**src/rtl/core/fvn_ram.sv**
```systemverilog
// Generic single-port-write, single-port-read RAM with registered read data.
module fvn_ram #(
    parameter int WIDTH = 8,
    parameter int DEPTH = 256
) (
    input  logic                     aclk,
    input  logic                     we,
    input  logic [$clog2(DEPTH)-1:0] waddr,
    input  logic [WIDTH-1:0]         wdata,
    input  logic [$clog2(DEPTH)-1:0] raddr,
    output logic [WIDTH-1:0]         rdata
);
    logic [WIDTH-1:0] mem [DEPTH];

    always_ff @(posedge aclk) begin
        if (we) begin
            mem[waddr] <= wdata;
        end
        rdata <= mem[raddr];
    end
endmodule

```
**config.mk**
```make
export PLATFORM = sky130hd
export DESIGN_NAME = fvn_ram
export DESIGN_NICKNAME = d
export VERILOG_FILES = /design/src/rtl/core/fvn_ram.sv
export SDC_FILE = /design/constraint.sdc
export NUM_CORES = 2
export LEC_CHECK = 0
export BUFFER_PORTS_ARGS = -buffer_cell sky130_fd_sc_hd__buf_2
export CORE_MARGIN = 4
export CORE_UTILIZATION = 50
export DETAILED_ROUTE_END_ITERATION = 10
export PLACE_DENSITY = 0.78
export SLEW_MARGIN = 20
export SYNTH_ARGS = -nofsm -noshare
export SYNTH_HDL_FRONTEND = slang
export SYNTH_SLANG_ARGS = --single-unit
```
**constraint.sdc**
```tcl
create_clock -name aclk -period 1.9 [get_ports aclk]
set_input_delay 0.095 -clock aclk [delete_from_list [all_inputs] [get_ports aclk]]
set_output_delay 0.095 -clock aclk [all_outputs]
set_load 0.03 [all_outputs]
```
==> impl_results.md <==
* Mean Syn Cell Area at 21.3 µm²
* Hold path depth at 4
* Vias per cell at 6.38
* Final WL at 203 mm
* Area of placed instances at 0.0875 mm²
* Sequential-to-total area share from yosys stat at 0.775
* Iteration-0 DRC count of the detailed router at 6,512
* Worst r2r src: mem[83][2]$_DFFE_PP_
* Clk buf depth at 3
* Startpoint Class: register
* Final instance area at 0.0945 mm²
* Count leader, synth: edfxtp_1
* Root Driver: clkbuf_16
* Final worst slack at -367 ps
* Endpoints failing setup at 8
* I/O Buffers at 33
* Reg2reg setup slack at -370 ps
* Max-cap check violation count at 0
* DPL Wire Length at 128 mm
* Clk sinks at 2,056
* Pin count of the biggest net entering global routing at 91
* Die ar. at 0.166 mm²
* FF+latch area at 0.0617 mm²
* Maximum clock rate at 441 MHz
* Power, Total at 94.7 mW
* Hold Fails Final Rpt at 0
* Initial antenna violation count at 9
* Area taken by multi-input logic gates at 0.0170 mm²
* CP Max Fanout at 1
* Pwr dens at 1000 mW/mm²
* Synth area leaders: edfxtp_1 (77%), mux4_2 (13%), mux2i_1 (1.7%), nor2_1 (1.3%), a22oi_1 (1.3%)
* TritonCTS clock tree: yes
* Nets at 4,490
* Status: finished with violations
* Critical path data required time at 2590 ps
* Vias in the first global route at 43,200
* Yosys warning count at 0
* Min-delay src: waddr[0]
* Ys async rst share at 0
* LEAKAGE at 30.7 nW
* Cts bufs inserted at 191
* FF-to-FF path depth at 6
* Area share of the largest cell type after synthesis at 0.773
* Measured slew at the worst slew-check pin at 760 ps
* Post-Syn Area at 0.0796 mm²
* DRC viols at 0
* Min-Delay Endpoint: mem[147][7]$_DFFE_PP_
* Clock Pin Slew Worst Setup and Hold Paths at 70 ps
* HP Class: primary input to register
* Global-route wire length before repair at 297 mm
* Vias post-DR at 42,800
* Initial Util at 0.503
* Row count at 146
* Grt ovf at 0
* Worst EP arrival at 2960 ps
* Tot GR Track Use at 0.247
* Die X at 407 µm
* Final worst clock skew at 35.1 ps
* RR Endpoint: rdata[2]$_DFF_P_
* Number of library cell types mapped by synthesis at 55
* Max VDD drop at 0.00103 V
* Setup Crit Path Kind: register to register
* Die H at 407 µm
* Post-DR wirelength/cell at 30.3 µm
* Failing checks: negative setup slack
* RSZ-0062 raised after global routing: true
* I/O Pins at 34
* Ys flop type: edfxtp_1
* Final RePlAce weighted congestion at 0.927
* Area delta synth->final at 18.8%
* H-Tree Level Count at 4
* Top cell type by total area after synthesis: edfxtp_1
* CP endpoint kind: register
* Synth cell count leaders: edfxtp_1 (2,048), mux4_2 (454), nor2_1 (282)
* Tcrit/Tclk final at 1.19
* Worst-Skew Late Latency at 830 ps
* Slew headroom at 0.493
* Core Region at 0.158 mm²
* Post-Syn Instances at 3,733
* Post-DRT Antenna Nets at 0
* Share of layout cells above drive strength 1 at 0.340
* Fillers at 10,500
* Total iterations of the first detailed-routing run at 6
* Minimum clock period after layout at 2270 ps
* EDFF count, synth at 2,048
* Final Max Slew Viols at 0
* Synthesized flop and latch total at 2,056
* Syn nets at 3,759
layout make-up:
| class | count | area share |
|---|---|---|
| clock buffer | 228 | 0.0532 |
| tap | 2072 | 0.0274 |
| multi-input combinational | 1442 | 0.180 |
| timing repair buffer | 771 | 0.0723 |
| clock inverter | 130 | 0.0144 |
| sequential | 2056 | 0.652 |
| inverter | 2 | 0.0000794 |
| antenna | 4 | 0.000106 |
registers in the layout, indices dropped and copies added (netlist names):
name,count
mem,2048
rdata,8
repair_timing:
| item | 4_1_cts | 5_1_grt |
|---|---|---|
| endpoints found under the setup margin | 8 | 120 |
| buffers inserted | 0 | 0 |
| hold buffers | 13 | 0 |
| pin swaps | 31 | 20 |
| gates cloned | 0 | 0 |
| endpoints found under the hold margin | 638 | 0 |
| gates resized for setup | 64 | 34 |
power breakdown:
| group | internal (mW) | switching (mW) | total [mW] |
|---|---|---|---|
| clock network | 22.3 | 16.7 | 39.0 |
| logic | 2.21 | 3.29 | 5.50 |
| registers | 50.0 | 0.147 | 50.1 |
routing by layer:
| layer | GRT usage | part of all wire | vias to the layer above |
|---|---|---|---|
| li1 | - | - | 17200 |
| met1 | 0.330 | 0.35 | 22100 |
| met2 | 0.386 | 0.48 | 2975 |
| met3 | 0.0723 | 0.13 | 578 |
| met4 | 0.100 | 0.045 | 4 |
| met5 | 0 | 0.00014 | - |
worst max path at each step:
stage / from / endpoint / slack (ps)
2_1_floorplan: raddr[0] / rdata[0]$_DFF_P_ / -10
5_1_grt: mem[83][2]$_DFFE_PP_ / rdata[2]$_DFF_P_ / -420
3_5_place_dp: raddr[0] / rdata[2]$_DFF_P_ / -1240
6_report: mem[83][2]$_DFFE_PP_ / rdata[2]$_DFF_P_ / -370
3_3_place_gp: raddr[0] / rdata[2]$_DFF_P_ / -1240
4_1_cts: mem[83][2]$_DFFE_PP_ / rdata[2]$_DFF_P_ / -410
cells by family after synthesis:
logic type,synth area share
mux,0.146
flops,0.775
buf+inv,0.0183
simple gates,0.0263
compound gates,0.0342
layout by cell type, fill, tap and decap left out, types with 9 or more instances in the layout:
cell and count:
a211oi_1 10, a21oi_1 94, a221oi_1 9, a22oi_1 127, buf_12 79, buf_2 22
buf_4 644, bufinv_16 25, clkbuf_1 32, clkbuf_16 196, clkinv_1 56, clkinv_2 25
dlygate4sd3_1 13, edfxtp_1 2048, mux2i_1 134, mux4_2 455, nand2_1 31, nand3_1 33
nand4_1 10, nor2_1 274, nor2b_1 23, nor3_1 10, nor4_2 15, o211ai_1 10
o21ai_0 10, o221ai_1 46, o22ai_1 28
metrics by stage:
stage / util / hold slack [ps] / worst slack (ps) / setup TNS (ps) / cells
6_report: 0.597 / 80.7 / -367 / -2170 / 6705
5_1_grt: 0.597 / 65.8 / -423 / -2590 / 6701
4_1_cts: 0.596 / 20.4 / -412 / -2250 / 6701
3_5_place_dp: 0.553 / 454 / -1240 / -8300 / 6331
3_3_place_gp: 0.553 / 443 / -1240 / -8070 / 6331
2_1_floorplan: - / 194 / -13.8 / -1940 / 3733
worst max-delay path, stage by stage, from the launching register on:
cell,delay [ps]
edfxtp_1,370
mux4_2,500
mux4_2,540
nor2b_4,180
nor4_4,300
buf_4,210
nor4_2,50
Power figures use the tool's default switching activity.
